## config.mk

```make
export PLATFORM = sky130hd
export DESIGN_NAME = decimate_and_dc_block_top
export DESIGN_NICKNAME = d
export VERILOG_FILES = /design/src/design/dcdec_pkg.sv /design/src/design/dcdec_framer.sv /design/src/design/dcdec_filter.sv /design/src/design/decimate_and_dc_block_top.sv
export SDC_FILE = /design/constraint.sdc
export NUM_CORES = 1
export LEC_CHECK = 0
export BUFFER_PORTS_ARGS = -buffer_cell sky130_fd_sc_hd__buf_2
export CORE_MARGIN = 10
export CORE_UTILIZATION = 35
export CTS_CLUSTER_DIAMETER = 150
export DETAILED_ROUTE_END_ITERATION = 6
export GPL_TIMING_DRIVEN = 1
export SLEW_MARGIN = 15
export SYNTH_ARGS = -nofsm -noshare
export SYNTH_HDL_FRONTEND = slang
export SYNTH_SLANG_ARGS = --single-unit
```

## constraint.sdc

```tcl
create_clock -name clk -period 5.65 [get_ports clk]
set_input_delay 0.2825 -clock clk [delete_from_list [all_inputs] [get_ports clk]]
set_output_delay 0.2825 -clock clk [all_outputs]
set_load 0.02 [all_outputs]
```

## src/design/dcdec_pkg.sv

```systemverilog
package dcdec_pkg;

	// filter state slots, one per channel (1 or 2)
	localparam int MAX_CHANNELS = 2;
	localparam int SLOT_W       = (MAX_CHANNELS > 1) ? $clog2(MAX_CHANNELS) : 1;

	localparam int IN_W         = 32;
	localparam int OUT_W        = 16;
	localparam int DC_SHIFT     = 10;
	localparam int CFG_IDX_W    = 8;

	// frame group of three: phase 0 is kept
	localparam logic [1:0] PHASE_KEEP = 2'd0;
	localparam logic [1:0] PHASE_LAST = 2'd2;

	typedef enum logic [CFG_IDX_W-1:0] {
		REG_STEREO_MODE = 8'd0,
		REG_DC_ENABLE   = 8'd1
	} cfg_reg_t;

	// kept sample waiting in the input register
	typedef struct packed {
		logic             valid;
		logic [OUT_W-1:0] sample;
		logic             ch;
	} s1_t;

endpackage

```

## src/design/dcdec_framer.sv

```systemverilog
module dcdec_framer (
	input  logic                        clk,
	input  logic                        arst_n,
	input  logic                        in_valid,
	output logic                        in_ready,
	input  logic signed [dcdec_pkg::IN_W-1:0] sample_in,
	input  logic                        stereo_mode,
	input  logic                        s1_take,
	output dcdec_pkg::s1_t              s1
);
	import dcdec_pkg::*;

	logic [1:0]       phase_q;
	logic             chan_idx_q;
	logic             s1_valid_q;
	logic [OUT_W-1:0] s1_sample_q;
	logic             s1_ch_q;
	logic             in_accept;
	logic             ch;
	logic             last;
	logic             keep;

	assign in_ready  = !s1_valid_q || s1_take;
	assign in_accept = in_valid && in_ready;
	assign ch        = stereo_mode ? chan_idx_q : 1'b0;
	assign last      = !stereo_mode || ch;
	assign keep      = (phase_q == PHASE_KEEP);
	assign s1        = '{valid: s1_valid_q, sample: s1_sample_q, ch: s1_ch_q};

	// frame position and channel tracking
	always_ff @(posedge clk or negedge arst_n) begin
		if (!arst_n) begin
			phase_q    <= '0;
			chan_idx_q <= 1'b0;
		end else if (in_accept) begin
			if (last) begin
				chan_idx_q <= 1'b0;
				phase_q    <= (phase_q >= PHASE_LAST) ? PHASE_KEEP : phase_q + 2'd1;
			end else begin
				chan_idx_q <= 1'b1;
			end
		end
	end

	// input register holds kept samples only
	always_ff @(posedge clk or negedge arst_n) begin
		if (!arst_n) begin
			s1_valid_q <= 1'b0;
		end else if (in_accept && keep) begin
			s1_valid_q <= 1'b1;
		end else if (s1_take) begin
			s1_valid_q <= 1'b0;
		end
	end

	always_ff @(posedge clk) begin
		if (in_accept && keep) begin
			s1_sample_q <= sample_in[IN_W-1 -: OUT_W];
			s1_ch_q     <= ch;
		end
	end

endmodule

```

## src/design/dcdec_filter.sv

```systemverilog
module dcdec_filter (
	input  logic                               clk,
	input  logic                               arst_n,
	input  dcdec_pkg::s1_t                     s1,
	output logic                               s1_take,
	input  logic                               dc_enable,
	output logic                               out_valid,
	input  logic                               out_ready,
	output logic signed [dcdec_pkg::OUT_W-1:0] sample_out,
	output logic                               channel_out
);
	import dcdec_pkg::*;

	logic [OUT_W-1:0]        prev_in_q  [MAX_CHANNELS];
	logic signed [IN_W-1:0]  prev_out_q [MAX_CHANNELS];
	logic                    out_valid_q;
	logic [OUT_W-1:0]        sample_q;
	logic                    chan_q;
	logic [SLOT_W-1:0]       slot;
	logic signed [IN_W-1:0]  x;
	logic signed [IN_W-1:0]  xp;
	logic signed [IN_W-1:0]  yp;
	logic signed [IN_W-1:0]  y;
	logic [OUT_W-1:0]        result;

	assign s1_take = s1.valid && (!out_valid_q || out_ready);

	// single-channel build folds the right channel onto slot 0
	assign slot = (s1.ch && (MAX_CHANNELS > 1)) ? SLOT_W'(1) : '0;

	// y = x - x_prev + y_prev - (y_prev >>> 10), wrapping at 32 bits
	assign x  = {s1.sample, {(IN_W-OUT_W){1'b0}}};
	assign xp = {prev_in_q[slot], {(IN_W-OUT_W){1'b0}}};
	assign yp = prev_out_q[slot];
	assign y  = x - xp + (yp - (yp >>> DC_SHIFT));

	assign result = dc_enable ? y[IN_W-1 -: OUT_W] : s1.sample;

	always_ff @(posedge clk or negedge arst_n) begin
		if (!arst_n) begin
			for (int i = 0; i < MAX_CHANNELS; i++) begin
				prev_in_q[i]  <= '0;
				prev_out_q[i] <= '0;
			end
		end else if (s1_take && dc_enable) begin
			prev_in_q[slot]  <= s1.sample;
			prev_out_q[slot] <= y;
		end
	end

	always_ff @(posedge clk or negedge arst_n) begin
		if (!arst_n) begin
			out_valid_q <= 1'b0;
		end else if (s1_take) begin
			out_valid_q <= 1'b1;
		end else if (out_ready) begin
			out_valid_q <= 1'b0;
		end
	end

	always_ff @(posedge clk) begin
		if (s1_take) begin
			sample_q <= result;
			chan_q   <= s1.ch;
		end
	end

	assign out_valid   = out_valid_q;
	assign sample_out  = sample_q;
	assign channel_out = chan_q;

endmodule

```

## src/design/decimate_and_dc_block_top.sv

```systemverilog
// decimate-by-three capture path with optional per-channel dc blocking. takes signed 32-bit
// samples, mono or stereo interleaved left first, keeps the first frame of every three and
// drops the rest; a kept sample is cut to its top 16 bits and, with dc_enable set, run through
// y = x - x_prev + y_prev - (y_prev >>> 10) in q31 with a separate state per channel, the top
// 16 bits of y being the result. one sample is accepted every cycle while the output is not stalled;
// a kept sample goes through the input register, then the result register, to the output, and the
// filter add path between those two registers sets the cycle. when the output stalls, the
// input register fills and in_ready drops until the result is taken. configuration writes
// are always accepted and should only be issued while the block is idle.
module decimate_and_dc_block_top (
	input  logic                                   clk,
	input  logic                                   arst_n,
	// sample input
	input  logic                                   in_valid,
	output logic                                   in_ready,
	input  logic signed [dcdec_pkg::IN_W-1:0]      sample_in,
	// decimated output
	output logic                                   out_valid,
	input  logic                                   out_ready,
	output logic signed [dcdec_pkg::OUT_W-1:0]     sample_out,
	output logic                                   channel_out,
	// configuration writes
	input  logic                                   cfg_valid,
	output logic                                   cfg_ready,
	input  logic [dcdec_pkg::CFG_IDX_W-1:0]        cfg_index,
	input  logic                                   cfg_data
);
	import dcdec_pkg::*;

	logic stereo_mode_q;
	logic dc_enable_q;
	logic s1_take;
	s1_t  s1;

	// register writes never stall
	assign cfg_ready = 1'b1;

	// unknown indexes are ignored
	always_ff @(posedge clk or negedge arst_n) begin
		if (!arst_n) begin
			stereo_mode_q <= 1'b0;
			dc_enable_q   <= 1'b0;
		end else if (cfg_valid && cfg_ready) begin
			unique case (cfg_index)
				REG_STEREO_MODE: stereo_mode_q <= cfg_data;
				REG_DC_ENABLE:   dc_enable_q   <= cfg_data;
				default: ;
			endcase
		end
	end

	// frame counting, channel tracking and input register
	dcdec_framer u_framer (
		.clk         (clk),
		.arst_n      (arst_n),
		.in_valid    (in_valid),
		.in_ready    (in_ready),
		.sample_in   (sample_in),
		.stereo_mode (stereo_mode_q),
		.s1_take     (s1_take),
		.s1          (s1)
	);

	// high-pass filter state and result register
	dcdec_filter u_filter (
		.clk         (clk),
		.arst_n      (arst_n),
		.s1          (s1),
		.s1_take     (s1_take),
		.dc_enable   (dc_enable_q),
		.out_valid   (out_valid),
		.out_ready   (out_ready),
		.sample_out  (sample_out),
		.channel_out (channel_out)
	);

endmodule

```

# Word-level counts from Yosys, hierarchy flattened
# Index checks and enable logic that the tools add are counted.
# W data, S select, Z words.
[totals]
regBits = 137
latch_bits = 0
ram_bits = 0
romBits = 0
inputBits = 46
out_inout_bits = 20
word_cells = 62
mem_count = 0
[op_classes]
addsub = 4
multipliers = 0
div_mod_pow = 0
order_cmp = 3
n_eq_ne = 1
shift = 0
n_mux = 21
bitwise_logic = 1
n_reduce_logical = 18
[ops]
columns = ["op", "n"]
rows = [
  ["$mux W32", 4],
  ["$mux W16", 5],
  ["$bwmux W64", 1],
  ["$add A32 B32 Y32", 1],
  ["$bwmux W32", 1],
  ["$demux W32 S1", 1],
  ["$sub A32 B22 Y32", 1],
  ["$sub A32 B32 Y32", 1],
  ["$demux W16 S1", 1],
  ["$eq A8 B1 Y1 const B", 1],
  ["$logic_not A8 Y1", 1],
  ["$mux W1", 7],
  ["$reduce_and A2 Y1", 3],
  ["$logic_and A1 B1 Y1", 5],
  ["$ge A2 B2 Y1 const B", 2],
  ["$reduce_bool A2 Y1", 2],
  ["$logic_not A1 Y1", 3],
  ["$logic_or A1 B1 Y1", 3],
  ["$add A2 B1 Y2 const B", 1],
  ["$logic_not A2 Y1", 1],
  ["$lt A2 B1 Y1 const B", 1],
  ["$mux W2", 1],
  ["$not A1 Y2", 1],
]

# Logic depth before layout (Yosys ltp)
[depth]
ltp_word = 8
mapped_depth = 17

# Hierarchy
# A second synthesis with hierarchy kept.
[unflattened]
hier_cells = 832
area_unflattened_um2 = 8647.0
[by_module_without_submodules]
columns = ["module", "instances", "cells_each", "area_each_um2"]
rows = [
  ["dcdec_filter", 1, 785, 7815.0],
  ["dcdec_framer", 1, 36, 716.9],
  ["decimate_and_dc_block_top", 1, 11, 115.1],
]

# Worst setup path before layout
# Ideal clock, no wire load.
[synth_path]
path_kind = "reg-to-reg"
from = "reg u_framer.s1_ch_q"
to = "reg u_filter.sample_q[11], in the netlist u_filter.sample_out[11], data pin"
arrival_time_ps = 4563
required_time_ps = 5390
path_slack_ps = 827
path_stages_with_launch = 18
path_buffers = 4
period_less_slack_ps = 4823
cell_sequence = "edfxtp_1 -> clkbuf_1 -> clkbuf_1 -> clkbuf_1 -> mux2i_1 -> inv_1 -> fa_1 -> fa_1 -> inv_1 -> ha_1 -> clkbuf_1 -> nand3_1 -> nor3_1 -> a221oi_1 -> a21oi_1 -> a41oi_1 -> xnor2_1 -> mux2_2"
[synth_between]
elab_chain_len = 8
elab_cells_between_ends = 12
classes_between = "add/sub (3); mux (8); bitwise (1)"
[synth_rtl]
columns = ["element", "line", "text"]
rows = [
  ["start: declaration", "dcdec_framer.sv:17", "logic s1_ch_q;"],
  ["start signal: assignment", "dcdec_framer.sv:59", "s1_ch_q <= ch;"],
  ["$mux W1 (*)", "dcdec_filter.sv:29", "assign slot = (s1.ch && (MAX_CHANNELS > 1)) ? SLOT_W'(1) : '0;"],
  ["$not A1 Y2 (not written as such) (*)", "dcdec_filter.sv:33, dcdec_filter.sv:34", ""],
  ["$mux W16 (not written as such) / $mux W32 (equally long branches) (3 in a row)", "dcdec_filter.sv:33, dcdec_filter.sv:34", ""],
  ["$sub A32 B32 Y32 / $sub A32 B22 Y32 (equally long branches)", "dcdec_filter.sv:35", "assign y = x - xp + (yp - (yp >>> DC_SHIFT));"],
  ["$add A32 B32 Y32 (*)", "dcdec_filter.sv:35", ""],
  ["$mux W16 (*)", "dcdec_filter.sv:37", "assign result = dc_enable ? y[IN_W-1 -: OUT_W] : s1.sample;"],
  ["via u_filter.result[11]", "dcdec_filter.sv:24", "logic [OUT_W-1:0] result;"],
  ["end signal: assignment", "dcdec_filter.sv:63", "sample_q <= result;"],
  ["end: declaration", "dcdec_filter.sv:17", "logic [OUT_W-1:0] sample_q;"],
]
# Mark *: on every way through the listed nets, which the timed path passes. The rest lies on a longest branch. The select of a mux whose other input is x is not followed.
# A chain may end at the register's enable or synchronous reset.

# Worst setup path after layout
[layout_path]
from = "reg u_framer.s1_ch_q"
to = "reg u_filter.sample_q[14], in the netlist u_filter.sample_out[14], data pin"
# Same word-level chain as after synthesis.

==> flow_metrics.py <==
metrics = {
    "global_routing": {
        "grt_remaining_overflow": 0,
        "grt_pass1_vias": 6386,
        "globalRouteTotalUtil": 0.133,
        "grt_antenna_before_repair": 0,
        "maximum_number_of_pins_on_one_net_before_global_route_repair": 54,
        "grt_pass1_wl_um": 33100,
    },
    "setup_path": {
        "cp-end-kind": "flip-flop",
        "slowest_delay_ns": 0.64,
        "cp-endpoint": "u_filter.sample_out[14]",
        "r2r.worst_path.cells": 13,
        "critical_path_buf_inv_count": 2,
        "setup.worst_path.start": "u_framer.s1_ch_q",
        "worstReg2RegEnd": "u_filter.sample_out[14]",
        "worstPathCellList": "buf_4, mux2_2, fa_1, fa_1, inv_1, ha_1, a21o_1, a31oi_1, nor2_1, nor3_1, nor3_1, a21oi_1, nand3_1",
        "crit_required_ns": 5.81,
        "cp_top_family": "adder cells",
        "critical_path_class": "reg2reg",
        "arrival_time_at_the_worst_endpoint_ns": 5.11,
        "worst-r2r-setup-slack_ns": 0.70,
        "critPathMaxFanout": 10,
        "rr_startpoint": "u_framer.s1_ch_q",
        "critical_path.startpoint_type": "flip-flop",
        "critPathSlowestCell": "edfxtp_1",
        "crit_cells": 13,
    },
    "placement": {
        "dp.final_hpwl_um": 14500,
        "port_buffers": 48,
        "place_inst": 1219,
        "gp_congestion": 0.886,
    },
    "drt": {
        "via_count": 6172,
        "routed_wirelength_normalized_by_instance_count_um": 15.8,
        "drtAntennaViolNets": 0,
        "via_per_inst": 4.93,
        "totalWireLength_um": 19800,
        "drt_iter0_drc": 338,
        "route.detailed.drc": 0,
        "drt_pre_antenna_iters": 4,
    },
    "clock_network": {
        "clk_pin_slew_ns": 0.06,
        "root_buf_cell": "clkbuf_16",
        "cts-htree-levels": 4,
        "post_cts.repair.setup_buffers": 0,
        "clk_latency_ns": 0.42,
        "cts_max_path_buffers": 2,
        "tritoncts_num_sinks": 137,
        "cts-buffers-inserted": 17,
        "clock_tree_from_tritoncts": "done",
    },
    "die": {
        "placeableCoreArea_sq_um": 24200,
        "die_width_um": 177,
        "die-area_sq_um": 31200,
        "floorplan.initialDensity": 0.355,
        "boundaryPins": 66,
        "std_cell_rows": 57,
        "die_h_um": 177,
    },
    "final_layout": {
        "design.final.nets": 1050,
        "layout-drive-gt1-share": 0.155,
        "num_antenna_cells": 0,
        "syn_to_final_growth_pct": 14.2,
        "final_core_util": 0.405,
        "fin_cells": 1252,
    },
    "synthesis": {
        "syn-mean-instance-area_sq_um": 9.82,
        "synth.net_count": 1011,
        "synth-seq-area-share": 0.418,
        "postSynth.asyncResetShare": 0.752,
        "synthDistinctLibCells": 52,
        "ys_seq_elements": 137,
        "post_synthesis_instance_area_sq_um": 8600,
        "synthFlopType": "dfrtp_1",
        "synth-warning-count": 0,
        "synth-edff-count": 34,
        "synth_cells": 876,
    },
    "timing": {
        "report.final.setup_viol": 0,
        "timing_hold_violations_final": 0,
        "tightest_slew_ns": 0.740,
        "fin_skew_ns": 0.0106,
        "tns_ns": 0,
        "max_clock_freq_mhz": 202,
        "slew_viol_final": 0,
        "timing.max_slew.rel_slack": 0.506,
        "rsz0062_at_grt": "no",
        "final.min_clock_period_ns": 4.95,
        "period_share": 0.876,
    },
    "run": {
        "maxCapViolations": 0,
    },
    "worst_hold_path": {
        "worst_hold_path_type": "in2reg",
    },
    "outcome": {
        "outcome": "complete, no violations",
    },
}
[cells in the final DEF, fill, tap and decap left out, drive strengths merged, types with 10 or more instances in the layout]
| cell | netlist | routed |
|---|---|---|
| a21oi | 35 | 35 |
| fa | 32 | 32 |
| nor2 | 18 | 18 |
| xnor2 | 17 | 17 |
| a21o | 15 | 15 |
| o21ai | 56 | 56 |
| nand4 | 10 | 10 |
| ha | 57 | 57 |
| buf | 6 | 60 |
| inv | 102 | 105 |
| mux2 | 45 | 45 |
| nand3 | 16 | 16 |
| nor3 | 14 | 14 |
| clkbuf | 35 | 19 |
| nand2 | 160 | 160 |
| mux2i | 38 | 38 |
| edfxtp | 34 | 34 |
| dfrtp | 103 | 103 |
[cells in the mapped netlist (3+ instances only)]
| cell | number | area, sq um |
|---|---|---|
| o21bai_1 | 5 | 37.5 |
| mux2_2 | 45 | 507 |
| o2bb2ai_1 | 3 | 26.3 |
| xnor2_1 | 17 | 149 |
| edfxtp_1 | 34 | 1020 |
| inv_1 | 102 | 383 |
| buf_1 | 4 | 15.0 |
| and2_1 | 3 | 18.8 |
| nand4_1 | 10 | 62.6 |
| mux2i_1 | 38 | 380 |
| nand2b_1 | 5 | 31.3 |
| nand3_1 | 16 | 80.1 |
| nand2_1 | 160 | 601 |
| or2_2 | 3 | 18.8 |
| o21ai_0 | 56 | 280 |
| nor2_1 | 17 | 63.8 |
| a21oi_1 | 35 | 175 |
| fa_1 | 32 | 641 |
| ha_1 | 57 | 713 |
| clkbuf_1 | 35 | 131 |
| xor2_1 | 9 | 78.8 |
| or3_1 | 5 | 31.3 |
| o2111ai_1 | 5 | 43.8 |
| dfrtp_1 | 103 | 2580 |
| or4_1 | 5 | 37.5 |
| a21o_1 | 15 | 113 |
| o211ai_1 | 4 | 30.0 |
| a31oi_1 | 5 | 31.3 |
| and3_1 | 6 | 37.5 |
| o22ai_1 | 3 | 18.8 |
| nor3_1 | 14 | 70.1 |
[worst reg2reg max path, stage by stage, from the launching register on]
cell	delay, ns
edfxtp_1	0.64
buf_4	0.31
mux2_2	0.53
fa_1	0.55
fa_1	0.55
inv_1	0.04
ha_1	0.41
a21o_1	0.25
a31oi_1	0.53
nor2_1	0.13
nor3_1	0.43
nor3_1	0.08
a21oi_1	0.13
nand3_1	0.10
[state kept, by name, summed over array words and instances, names as in the netlist, 2 cells and up]
register / flops
u_framer.s1_sample_q: 16
u_filter.prev_out_q: 64
u_filter.sample_out: 16
u_framer.phase_q: 2
u_filter.prev_in_q: 32
[cell families (layout without fill, tap and decap cells)]
logic type      after synthesis  in the layout  synth area share
flops                       137            137             0.418
fa+ha+maj                    89             89             0.157
buf+inv                     143            195            0.0630
compound gates              145            145             0.102
mux                          83             83             0.103
xor+xnor                     26             26            0.0265
other cells                   1              1          0.000436
simple gates                252            252             0.129
[final cells by class]
class,instances,area (sq um)
fillers,2389,14400
multi-input cells,596,4470
clock inverters,13,168
inverters,102,383
well taps,324,405
repair buffers,61,355
flip-flops and latches,137,3600
clock buffers,19,443
[how the worst min path moves through the flow]
stage / startpoint / end / slack [ns] / cells past startpoint
2_1_floorplan: arst_n / dc_enable_q / -0.01 / 0
5_1_grt: sample_in[30] / u_framer.s1_sample_q[14] / 0.01 / 1
3_5_place_dp: arst_n / u_filter.prev_out_q[41] / 0.38 / 1
4_1_cts: sample_in[23] / u_framer.s1_sample_q[7] / 0.01 / 1
6_report: sample_in[25] / u_framer.s1_sample_q[9] / 0.03 / 1
3_3_place_gp: arst_n / u_filter.prev_out_q[49] / 0.38 / 1
[through the flow]
stage	hold slack [ns]	setup slack (ns)	instance area, sq um
floorplan	-0.0131	0.827	8600
global route	0.0136	0.394	9820
detailed placement	0.379	0.731	9200
CTS	0.0127	0.665	9820
finish	0.0293	0.703	9820
global placement	0.378	0.745	9200
[routing by layer]
| metal | up-vias | global-route usage | wire length (um) | share of wire |
|---|---|---|---|---|
| met1 | 3002 | 0.174 | 9450 | 0.48 |
| met2 | 115 | 0.216 | 9410 | 0.47 |
| met3 | 14 | 0.0256 | 745 | 0.038 |
| met5 | - | 0 | 0 | 0 |
| met4 | 0 | 0.0420 | 238 | 0.012 |
| li1 | 3041 | - | - | - |
[what timing repair did]
| item | in CTS | in global routing |
|---|---|---|
| hold buffers | 1 | 0 |
| resized for setup | 0 | 0 |
| endpoints found under the hold margin | 50 | 0 |
Power is not shown: default switching activity piles up to over one toggle a cycle in this logic, so the estimate is an artifact.
